File: config.mk
export PLATFORM = sky130hd
export DESIGN_NAME = mandelbrot_escape_pixel_unit
export DESIGN_NICKNAME = d
export VERILOG_FILES = /design/src/rtl/mep_pkg.sv /design/src/rtl/mandelbrot_escape_pixel_unit.sv /design/src/rtl/mep_mul_unit.sv /design/src/rtl/mep_gray_div.sv
export SDC_FILE = /design/constraint.sdc
export NUM_CORES = 2
export LEC_CHECK = 0
export ABC_AREA = 0
export BUFFER_PORTS_ARGS = -buffer_cell sky130_fd_sc_hd__buf_4
export CAP_MARGIN = 10
export CORE_MARGIN = 4
export CORE_UTILIZATION = 60
export CTS_CLUSTER_DIAMETER = 200
export CTS_CLUSTER_SIZE = 40
export DETAILED_ROUTE_END_ITERATION = 10
export GPL_TIMING_DRIVEN = 1
export HOLD_SLACK_MARGIN = 0.1
export PLACE_DENSITY = 0.76
export SLEW_MARGIN = 40
export SYNTH_ARGS = -nofsm -noshare
export SYNTH_HDL_FRONTEND = slang
export SYNTH_HIERARCHICAL = 1
export SYNTH_SLANG_ARGS = --single-unit
File: constraint.sdc
create_clock -name clk -period 14.3 [get_ports clk]
set_clock_uncertainty 0.2 [all_clocks]
set_input_delay 2.86 -clock clk [delete_from_list [all_inputs] [get_ports clk]]
set_output_delay 2.86 -clock clk [all_outputs]
set_load 0.03 [all_outputs]
File: src/rtl/mep_pkg.sv
// Shared types, constants and helpers for the Mandelbrot escape-time pixel unit.
// Used by every module of the block; depends on nothing.
`timescale 1ns / 1ps

package mep_pkg;

    localparam int FIXED_WIDTH   = 32;
    localparam int FRACTION_BITS = 28;
    localparam int COORD_BITS    = 12;
    localparam int COUNT_BITS    = 16;
    localparam int VIEW_BITS     = 13;
    localparam int STEP_BITS     = 31;
    localparam int GRAY_BITS     = 8;
    localparam int PROD_WIDTH    = 2 * FIXED_WIDTH;
    localparam int NUMER_BITS    = COUNT_BITS + GRAY_BITS;
    localparam int CFG_IDX_BITS  = 3;

    typedef logic signed [FIXED_WIDTH-1:0] fx_t;

    localparam fx_t FX_MAX = fx_t'({1'b0, {(FIXED_WIDTH-1){1'b1}}});
    localparam fx_t FX_MIN = fx_t'({1'b1, {(FIXED_WIDTH-1){1'b0}}});

    // escape bound 4.0 in the fraction format, one bit wider than a square
    localparam logic [FIXED_WIDTH:0] ESCAPE_BOUND = (FIXED_WIDTH+1)'(4) << FRACTION_BITS;

    typedef enum logic [CFG_IDX_BITS-1:0] {
        CFG_CENTER_RE  = 3'd0,
        CFG_CENTER_IM  = 3'd1,
        CFG_PIXEL_STEP = 3'd2,
        CFG_VIEW_W     = 3'd3,
        CFG_VIEW_H     = 3'd4,
        CFG_ITER_LIMIT = 3'd5
    } cfg_idx_t;

    typedef enum logic [3:0] {
        ST_IDLE,
        ST_MAPX,
        ST_MAPY,
        ST_MAPC,
        ST_UPD,
        ST_MRR,
        ST_MII,
        ST_MRI,
        ST_DIV,
        ST_DONE
    } mep_state_t;

    typedef struct packed {
        fx_t  a;
        fx_t  b;
        logic half;
    } mul_req_t;

    typedef struct packed {
        logic                  start;
        logic [NUMER_BITS-1:0] numer;
        logic [COUNT_BITS-1:0] denom;
    } div_req_t;

    function automatic fx_t sat_add(fx_t a, fx_t b);
        logic [FIXED_WIDTH:0] sum;
        fx_t                  res;
        sum = {a[FIXED_WIDTH-1], a} + {b[FIXED_WIDTH-1], b};
        if (sum[FIXED_WIDTH] != sum[FIXED_WIDTH-1])
        begin
            res = sum[FIXED_WIDTH] ? FX_MIN : FX_MAX;
        end
        else
        begin
            res = fx_t'(sum[FIXED_WIDTH-1:0]);
        end
        return res;
    endfunction

endpackage

File: src/rtl/mandelbrot_escape_pixel_unit.sv
// Mandelbrot escape-time pixel unit: sequencer, view registers and result beat.
// Uses mep_pkg, mep_mul_unit and mep_gray_div.
//
// Usage:
//   cfg_*  : register writes, index 0..5 = center_re, center_im, pixel_step,
//            view_width, view_height, iteration_limit; always ready. Write only
//            while no pixel is in flight.
//   s_*    : one beat per pixel, tdata = {pixel_y, pixel_x}. s_tready is high
//            only while the sequencer is idle.
//   m_*    : one result beat per pixel, tdata = {gray_level, escape_count},
//            tuser = inside_set.
// Sequence: one shared multiplier does every product. Mapping runs through
//   MAPX, MAPY and MAPC, each iteration through UPD, MRR, MII and MRI (three
//   products and the z update), then the gray divide when the point escaped
//   before the limit, and DONE loads the output register. The next pixel is
//   taken in the cycle after that load.
// Reset loads the default view and clears all control state; no beat is
//   pending afterwards. A stalled receiver holds the result beat in the output
//   register; the next pixel is still accepted and computed, and its result
//   waits until the held beat is taken.
`timescale 1ns / 1ps

module mandelbrot_escape_pixel_unit (
    input  logic        clk,
    input  logic        rst_n,
    input  logic        cfg_valid,
    output logic        cfg_ready,
    input  logic [2:0]  cfg_index,
    input  logic [31:0] cfg_data,
    input  logic        s_tvalid,
    output logic        s_tready,
    input  logic [23:0] s_tdata,   // [11:0] pixel_x, [23:12] pixel_y
    output logic        m_tvalid,
    input  logic        m_tready,
    output logic [23:0] m_tdata,   // [15:0] escape_count, [23:16] gray_level
    output logic        m_tuser    // [0] inside_set
);
    import mep_pkg::*;

    fx_t                    center_re_reg;
    fx_t                    center_im_reg;
    logic [STEP_BITS-1:0]   step_reg;
    logic [VIEW_BITS-1:0]   view_w_reg;
    logic [VIEW_BITS-1:0]   view_h_reg;
    logic [COUNT_BITS-1:0]  limit_reg;
    logic [COUNT_BITS-1:0]  lim_eff;

    mep_state_t             state_reg;
    mep_state_t             state_next;

    logic [COORD_BITS-1:0]  px_reg;
    logic [COORD_BITS-1:0]  py_reg;
    fx_t                    cr_reg;
    fx_t                    ci_reg;
    fx_t                    zr_reg;
    fx_t                    zi_reg;
    fx_t                    rr_reg;
    fx_t                    ii_reg;
    logic [COUNT_BITS-1:0]  iter_reg;
    logic [COUNT_BITS-1:0]  count_reg;
    logic                   inside_reg;
    logic [GRAY_BITS-1:0]   gray_reg;
    logic                   div_pend_reg;

    logic                   out_valid_reg;
    logic [23:0]            out_data_reg;
    logic                   out_inside_reg;

    logic signed [COORD_BITS+1:0] dx;
    logic signed [COORD_BITS+1:0] dy;
    mul_req_t               mreq;
    fx_t                    mres;
    div_req_t               dreq;
    logic                   div_done;
    logic [GRAY_BITS-1:0]   div_q;
    fx_t                    ri;
    logic                   escape;
    logic                   at_limit;
    logic                   out_free;

    assign lim_eff  = (limit_reg == '0) ? COUNT_BITS'(1) : limit_reg;
    assign dx = $signed({1'b0, px_reg, 1'b0}) - $signed((COORD_BITS+2)'(view_w_reg));
    assign dy = $signed({1'b0, py_reg, 1'b0}) - $signed((COORD_BITS+2)'(view_h_reg));
    assign ri       = (iter_reg == COUNT_BITS'(1)) ? '0 : mres;
    assign escape   = ({1'b0, rr_reg} + {1'b0, mres}) > ESCAPE_BOUND;
    assign at_limit = (iter_reg == lim_eff);
    assign out_free = !out_valid_reg || m_tready;

    // ---- configuration
    assign cfg_ready = 1'b1;

    always_ff @(posedge clk or negedge rst_n)
    begin
        if (!rst_n)
        begin
            center_re_reg <= fx_t'(441233);
            center_im_reg <= fx_t'(220779474);
            step_reg      <= STEP_BITS'(1342177);
            view_w_reg    <= VIEW_BITS'(500);
            view_h_reg    <= VIEW_BITS'(500);
            limit_reg     <= COUNT_BITS'(30);
        end
        else if (cfg_valid)
        begin
            case (cfg_idx_t'(cfg_index))
                CFG_CENTER_RE:  center_re_reg <= fx_t'(cfg_data);
                CFG_CENTER_IM:  center_im_reg <= fx_t'(cfg_data);
                CFG_PIXEL_STEP: step_reg      <= cfg_data[STEP_BITS-1:0];
                CFG_VIEW_W:     view_w_reg    <= cfg_data[VIEW_BITS-1:0];
                CFG_VIEW_H:     view_h_reg    <= cfg_data[VIEW_BITS-1:0];
                CFG_ITER_LIMIT: limit_reg     <= cfg_data[COUNT_BITS-1:0];
                default: ;
            endcase
        end
    end

    // ---- shared units
    mep_mul_unit u_mul (
        .clk (clk),
        .req (mreq),
        .res (mres)
    );

    mep_gray_div u_div (
        .clk      (clk),
        .rst_n    (rst_n),
        .req      (dreq),
        .done     (div_done),
        .quotient (div_q)
    );

    // ---- sequencer
    always_ff @(posedge clk or negedge rst_n)
    begin
        if (!rst_n)
        begin
            state_reg <= ST_IDLE;
        end
        else
        begin
            state_reg <= state_next;
        end
    end

    always_comb
    begin
        state_next  = state_reg;
        s_tready    = 1'b0;
        mreq.a      = zr_reg;
        mreq.b      = zr_reg;
        mreq.half   = 1'b0;
        dreq.start  = 1'b0;
        dreq.numer  = {count_reg, GRAY_BITS'(0)} - NUMER_BITS'(count_reg);
        dreq.denom  = lim_eff;
        case (state_reg)
            ST_IDLE:
            begin
                s_tready = 1'b1;
                if (s_tvalid)
                begin
                    state_next = ST_MAPX;
                end
            end
            ST_MAPX:
            begin
                mreq.a     = fx_t'(dx);
                mreq.b     = fx_t'({1'b0, step_reg});
                mreq.half  = 1'b1;
                state_next = ST_MAPY;
            end
            ST_MAPY:
            begin
                mreq.a     = fx_t'(dy);
                mreq.b     = fx_t'({1'b0, step_reg});
                mreq.half  = 1'b1;
                state_next = ST_MAPC;
            end
            ST_MAPC: state_next = ST_UPD;
            ST_UPD:  state_next = ST_MRR;
            ST_MRR:  state_next = ST_MII;
            ST_MII:
            begin
                mreq.a     = zi_reg;
                mreq.b     = zi_reg;
                state_next = ST_MRI;
            end
            ST_MRI:
            begin
                mreq.a = zr_reg;
                mreq.b = zi_reg;
                if (escape && !at_limit)
                begin
                    state_next = ST_DIV;
                end
                else if (escape || at_limit)
                begin
                    state_next = ST_DONE;
                end
                else
                begin
                    state_next = ST_UPD;
                end
            end
            ST_DIV:
            begin
                // launch the divide once the count is settled
                dreq.start = div_pend_reg;
                if (div_done)
                begin
                    state_next = ST_DONE;
                end
            end
            ST_DONE:
            begin
                if (out_free)
                begin
                    state_next = ST_IDLE;
                end
            end
            default: state_next = ST_IDLE;
        endcase
    end

    // divide starts on the first DIV cycle, count_reg is valid then
    always_ff @(posedge clk or negedge rst_n)
    begin
        if (!rst_n)
        begin
            div_pend_reg <= 1'b0;
        end
        else
        begin
            div_pend_reg <= (state_reg == ST_MRI) && escape && !at_limit;
        end
    end

    // ---- datapath
    always_ff @(posedge clk)
    begin
        case (state_reg)
            ST_IDLE:
            begin
                px_reg <= s_tdata[COORD_BITS-1:0];
                py_reg <= s_tdata[2*COORD_BITS-1:COORD_BITS];
            end
            ST_MAPY: cr_reg <= sat_add(center_re_reg, mres);
            ST_MAPC:
            begin
                ci_reg   <= sat_add(center_im_reg, mres);
                rr_reg   <= '0;
                ii_reg   <= '0;
                iter_reg <= COUNT_BITS'(1);
            end
            ST_UPD:
            begin
                zr_reg <= sat_add(sat_add(rr_reg, -ii_reg), cr_reg);
                zi_reg <= sat_add(sat_add(ri, ri), ci_reg);
            end
            ST_MII: rr_reg <= mres;
            ST_MRI:
            begin
                ii_reg     <= mres;
                count_reg  <= iter_reg;
                inside_reg <= !escape;
                gray_reg   <= '0;
                iter_reg   <= iter_reg + COUNT_BITS'(1);
            end
            ST_DIV:
            begin
                if (div_done)
                begin
                    gray_reg <= div_q;
                end
            end
            default: ;
        endcase
    end

    // ---- result beat
    always_ff @(posedge clk or negedge rst_n)
    begin
        if (!rst_n)
        begin
            out_valid_reg <= 1'b0;
        end
        else if (state_reg == ST_DONE && out_free)
        begin
            out_valid_reg <= 1'b1;
        end
        else if (m_tready)
        begin
            out_valid_reg <= 1'b0;
        end
    end

    always_ff @(posedge clk)
    begin
        if (state_reg == ST_DONE && out_free)
        begin
            out_data_reg   <= {gray_reg, count_reg};
            out_inside_reg <= inside_reg;
        end
    end

    assign m_tvalid = out_valid_reg;
    assign m_tdata  = out_data_reg;
    assign m_tuser  = out_inside_reg;

    // ---- checks
    a_inside_dark: assert property (@(posedge clk) disable iff (!rst_n)
        (m_tvalid && m_tuser) |-> (m_tdata[23:16] == '0))
        else $error("inside point with nonzero gray level");

    a_count_range: assert property (@(posedge clk) disable iff (!rst_n)
        m_tvalid |-> (m_tdata[15:0] != '0 && m_tdata[15:0] <= lim_eff))
        else $error("escape count out of range");

    a_div_owned: assert property (@(posedge clk) disable iff (!rst_n)
        div_done |-> (state_reg == ST_DIV))
        else $error("divider finished outside the divide state");

    a_iter_bound: assert property (@(posedge clk) disable iff (!rst_n)
        (state_reg == ST_MRI) |-> (iter_reg <= lim_eff))
        else $error("iteration counter passed the limit");

endmodule

File: src/rtl/mep_mul_unit.sv
// Shared signed multiplier: product, arithmetic right shift, clamp to fixed width.
// Registered result. Depends on mep_pkg.
`timescale 1ns / 1ps

module mep_mul_unit (
    input  logic              clk,
    input  mep_pkg::mul_req_t req,
    output mep_pkg::fx_t      res
);
    import mep_pkg::*;

    logic signed [PROD_WIDTH-1:0] product;
    logic signed [PROD_WIDTH-1:0] shifted;
    fx_t                          clamped;
    fx_t                          res_reg;

    assign product = req.a * req.b;
    assign shifted = req.half ? (product >>> 1) : (product >>> FRACTION_BITS);

    always_comb
    begin
        if ((&shifted[PROD_WIDTH-1:FIXED_WIDTH-1]) || !(|shifted[PROD_WIDTH-1:FIXED_WIDTH-1]))
        begin
            clamped = fx_t'(shifted[FIXED_WIDTH-1:0]);
        end
        else
        begin
            clamped = shifted[PROD_WIDTH-1] ? FX_MIN : FX_MAX;
        end
    end

    always_ff @(posedge clk)
    begin
        res_reg <= clamped;
    end

    assign res = res_reg;

endmodule

File: src/rtl/mep_gray_div.sv
// Restoring divider for the gray level, one quotient bit per cycle.
// Quotient must fit in eight bits. Depends on mep_pkg.
`timescale 1ns / 1ps

module mep_gray_div (
    input  logic                           clk,
    input  logic                           rst_n,
    input  mep_pkg::div_req_t              req,
    output logic                           done,
    output logic [mep_pkg::GRAY_BITS-1:0]  quotient
);
    import mep_pkg::*;

    logic [NUMER_BITS-1:0] rem_reg;
    logic [NUMER_BITS-1:0] den_reg;
    logic [GRAY_BITS-1:0]  quo_reg;
    logic [2:0]            step_reg;
    logic                  busy_reg;
    logic                  done_reg;
    logic [NUMER_BITS:0]   diff;

    assign diff = {1'b0, rem_reg} - {1'b0, den_reg};

    always_ff @(posedge clk or negedge rst_n)
    begin
        if (!rst_n)
        begin
            busy_reg <= 1'b0;
            done_reg <= 1'b0;
            step_reg <= '0;
        end
        else
        begin
            done_reg <= 1'b0;
            if (req.start)
            begin
                busy_reg <= 1'b1;
                step_reg <= '0;
            end
            else if (busy_reg)
            begin
                step_reg <= step_reg + 3'd1;
                if (step_reg == 3'd7)
                begin
                    busy_reg <= 1'b0;
                    done_reg <= 1'b1;
                end
            end
        end
    end

    always_ff @(posedge clk)
    begin
        if (req.start)
        begin
            rem_reg <= req.numer;
            den_reg <= NUMER_BITS'({req.denom, 7'b0});
            quo_reg <= '0;
        end
        else if (busy_reg)
        begin
            if (!diff[NUMER_BITS])
            begin
                rem_reg <= diff[NUMER_BITS-1:0];
            end
            quo_reg <= {quo_reg[GRAY_BITS-2:0], !diff[NUMER_BITS]};
            den_reg <= den_reg >> 1;
        end
    end

    assign done     = done_reg;
    assign quotient = quo_reg;

endmodule

==> summary by stage <==
Placement
The total cell area at the placement stage is approximately 0.074 sq mm. The number of input and output port buffers inserted is 90. The HPWL after detailed placement is roughly 170 mm.

Routability-driven placement finished with a final weighted congestion of 1.02.

Synthesis
The number of standard cells after synthesis is 7,582. The share of the synthesized area in the top cell type is 30.3%. The commonest cells after synthesis are sky130_fd_sc_hd__inv_1 (1,103), sky130_fd_sc_hd__fa_1 (1,091), sky130_fd_sc_hd__nand2_1 (844), sky130_fd_sc_hd__and2_1 (570), sky130_fd_sc_hd__ha_1 (439). Each instance of the synthesized netlist takes up on average 9.51 sq um.

Ranked by total cell area, the synthesized netlist is headed by sky130_fd_sc_hd__fa_1 (30%), sky130_fd_sc_hd__edfxtp_1 (13%), sky130_fd_sc_hd__ha_1 (7.6%), sky130_fd_sc_hd__inv_1 (5.7%), sky130_fd_sc_hd__and2_1 (4.9%). Yosys mapped a number of flops with a built-in enable equal to 322. The most common cell in the synthesized netlist is sky130_fd_sc_hd__inv_1. The post-synthesis instance area is approximately 0.072 sq mm. The prevailing post-synth register cell is sky130_fd_sc_hd__edfxtp_1. The cell taking the most area after synthesis is sky130_fd_sc_hd__fa_1. Of the synthesized area, sequential elements account for 20.0%.

The Yosys step of the flow raised 6 warnings. Synthesis produced a netlist with a net count of 9,176. The number of distinct library cells after synthesis is 118. The synthesized design contains 517 register bits. The proportion of register bits with asynchronous set or reset after synthesis is 28.6%.

Worst setup path
The beginning of the worst register-to-register path is view_w_reg[2]$_DFFE_PN1P_. At the worst endpoint, the required time is 14.55 ns. The longest individual stage delay on the worst path is 0.92 ns. STA classifies the critical path endpoint as a flop. The arrival time of the worst setup path is roughly 14 ns. The highest net fanout along the worst path is 32. The internal reg-to-reg setup slack is 0.85 ns. The worst setup path is launched from a flop.

The most critical setup path has its startpoint at view_w_reg[2]$_DFFE_PN1P_. The start-to-end type of the worst setup path is reg2reg. The cell with the biggest individual delay on the critical path is sky130_fd_sc_hd__fa_1.

Clock tree
The maximum buffer depth of the clock tree is 3. Clock tree synthesis inserted a total of 16 buffers. The root cell of the clock tree is sky130_fd_sc_hd__clkbuf_16. The number of gates resized after CTS was 0. After clock tree synthesis, the flow added hold-fix buffers numbering 0. The H-tree level count is 1. Clock latency on the worst-skew pair, taken at its later pin, is 0.61 ns. After clock tree synthesis, the clock-pin slew on the worst setup and hold paths is around 0.15 ns. Post-CTS timing repair inserted 0 buffers for setup. The number of clock sinks is 517. The CTS tree is yes.

Timing
The minimum hold slack is 0.233 ns. The aggregate negative setup slack is 0 ns. The count of endpoints failing hold in the final timing report is 0. The share of the clock period used by the worst path is 94.1%.

The setup violation total in the final timing report is 0. The worst path needs 13.45 ns of the cycle, external delays included. The count of pins over their slew limit is 0. The headroom to the max-slew limit is approximately 39%.

Setup repair after global routing left no endpoint under its margin. The measured slew at the worst slew-check pin is around 0.91 ns. Static timing analysis puts the maximum clock frequency at 74.3 MHz.

Die
The die covers 0.126 sq mm. Once the floorplan was initialized, standard cells occupied 60.7% of the core. In this run the horizontal extent of the chip is approximately 350 um.

The floorplan has 126 rows. The die is 355 um tall. The core region is 0.119 sq mm. During I/O placement, the number of pins put on the boundary was 92.

Drt
The number of design-rule violations left by the first detailed-router iteration is 5,556. In this run the remaining antenna-violating nets after routing total 0. For this run, design rule violations remaining after detail routing come to 0. The via density per instance is roughly 6.2. For this block, the routed nets add up to 214 mm of wire. The final route contains between 50,000 and 60,000 vias. The average wire per standard cell is 23.7 um. The detailed-routing iteration count for the pre-antenna-repair pass is 6.

Worst hold path
The worst hold path class is reg2reg. The origin of the worst min-delay path is gray_reg[3]$_SDFFCE_PP0P_.

Run status
The run finished with clean final reports.

Final layout
For this run, the post-layout net count is 9,024. Summing all non-filler instances in the final layout gives an area of about 0.075 sq mm. Relative to the synthesized area, the layout overhead comes to 3.84%. The post-route netlist has between 7 and 8% of its cells at a drive strength greater than 1. The count of fill cells added during filler insertion is 9,835.

Global route
The combined global-route utilization of all metal layers is ~34%. The via count of the first global-routing pass is between 50,000 and 60,000. After global routing the overflow that remains totals 0. The number of antenna violations at the first check in global routing was 6.

Entering global routing, the biggest net connects 96 pins. The global-route wire length before repair is 333 mm.

Flow run
The number of maximum-capacitance violations is 0.
[cell type report]
class                      instances  area (sq um)  area share, %
timing repair buffer             215          1660           2.22
tap                             1600          2000           2.67
clock buffer                      27           463          0.619
sequential                       517         14400           19.2
multi-input combinational       5575         52200           69.7
antenna                            5          12.5         0.0167
clock inverter                     1          5.00        0.00669
inverter                        1105          4150           5.54
[kinds of logic after synthesis]
kind of cell               count (synthesis)  share of synthesized area, %
other                                      1                       0.00520
muxes                                    160                          2.45
DFF                                      517                          20.0
buffers and inverters                   1490                          8.00
AOI/OAI and AO/OA                       1338                          12.2
and+or+nand+nor                         2211                          15.3
xor gates and xnor gates                 312                          3.84
adders and majority gates               1553                          38.2
[routing by layer]
metal | vias to the layer above | track usage [%] | share of wire, %
met5 | - | 0 | 0.0061
met4 | 2 | 11.6 | 4.1
met3 | 417 | 6.84 | 10
met2 | 2752 | 52.7 | 45
met1 | 28415 | 48.5 | 41
li1 | 24544 | - | -
[critical path, delay by kind of cell, from the launching register on]
kind            cells  cell delay, ns
compound gates     13            3.70
fa+ha+maj          10            5.26
buf+inv             9            1.45
flops               1            0.56
simple gates        8            2.07
[worst paths after layout]
path                                                 end  cells past startpoint
max                                u_mul/res[11]$_DFF_P_                     40
max in group asynchronous      view_h_reg[9]$_DFFE_PN0P_                      2
min                                m_tdata[19]$_DFFE_PP_                      0
min in group asynchronous  center_im_reg[22]$_DFFE_PN0P_                      1
min reg2reg                        m_tdata[19]$_DFFE_PP_                      0
max reg2reg                        u_mul/res[11]$_DFF_P_                     40
[layout by cell type, fill, tap and decap left out, drive strengths merged, types with 71 or more instances in the layout]
master and count:
nand3 71, and2 571, nor3 74, nand2 848, a21oi 434, a21o 139, fa 1091, xnor2 191
dfrtp 96, edfxtp 322, and3 76, o21ai 272, ha 439, inv 1103, mux2 129, xor2 121
nor2 271, buf 214
[through the flow]
step / setup slack [ns] / util [%] / instances
CTS: 0.977 / 63.0 / 9039
detailed placement: 1.05 / 62.6 / 9011
floorplan: 2.94 / - / 7582
global route: 0.0705 / 63.0 / 9042
global placement: 1.10 / 62.5 / 9006
finish: 0.848 / 63.0 / 9045
Power is not shown: default switching activity piles up to over one toggle a cycle in this logic, so the estimate is an artifact.
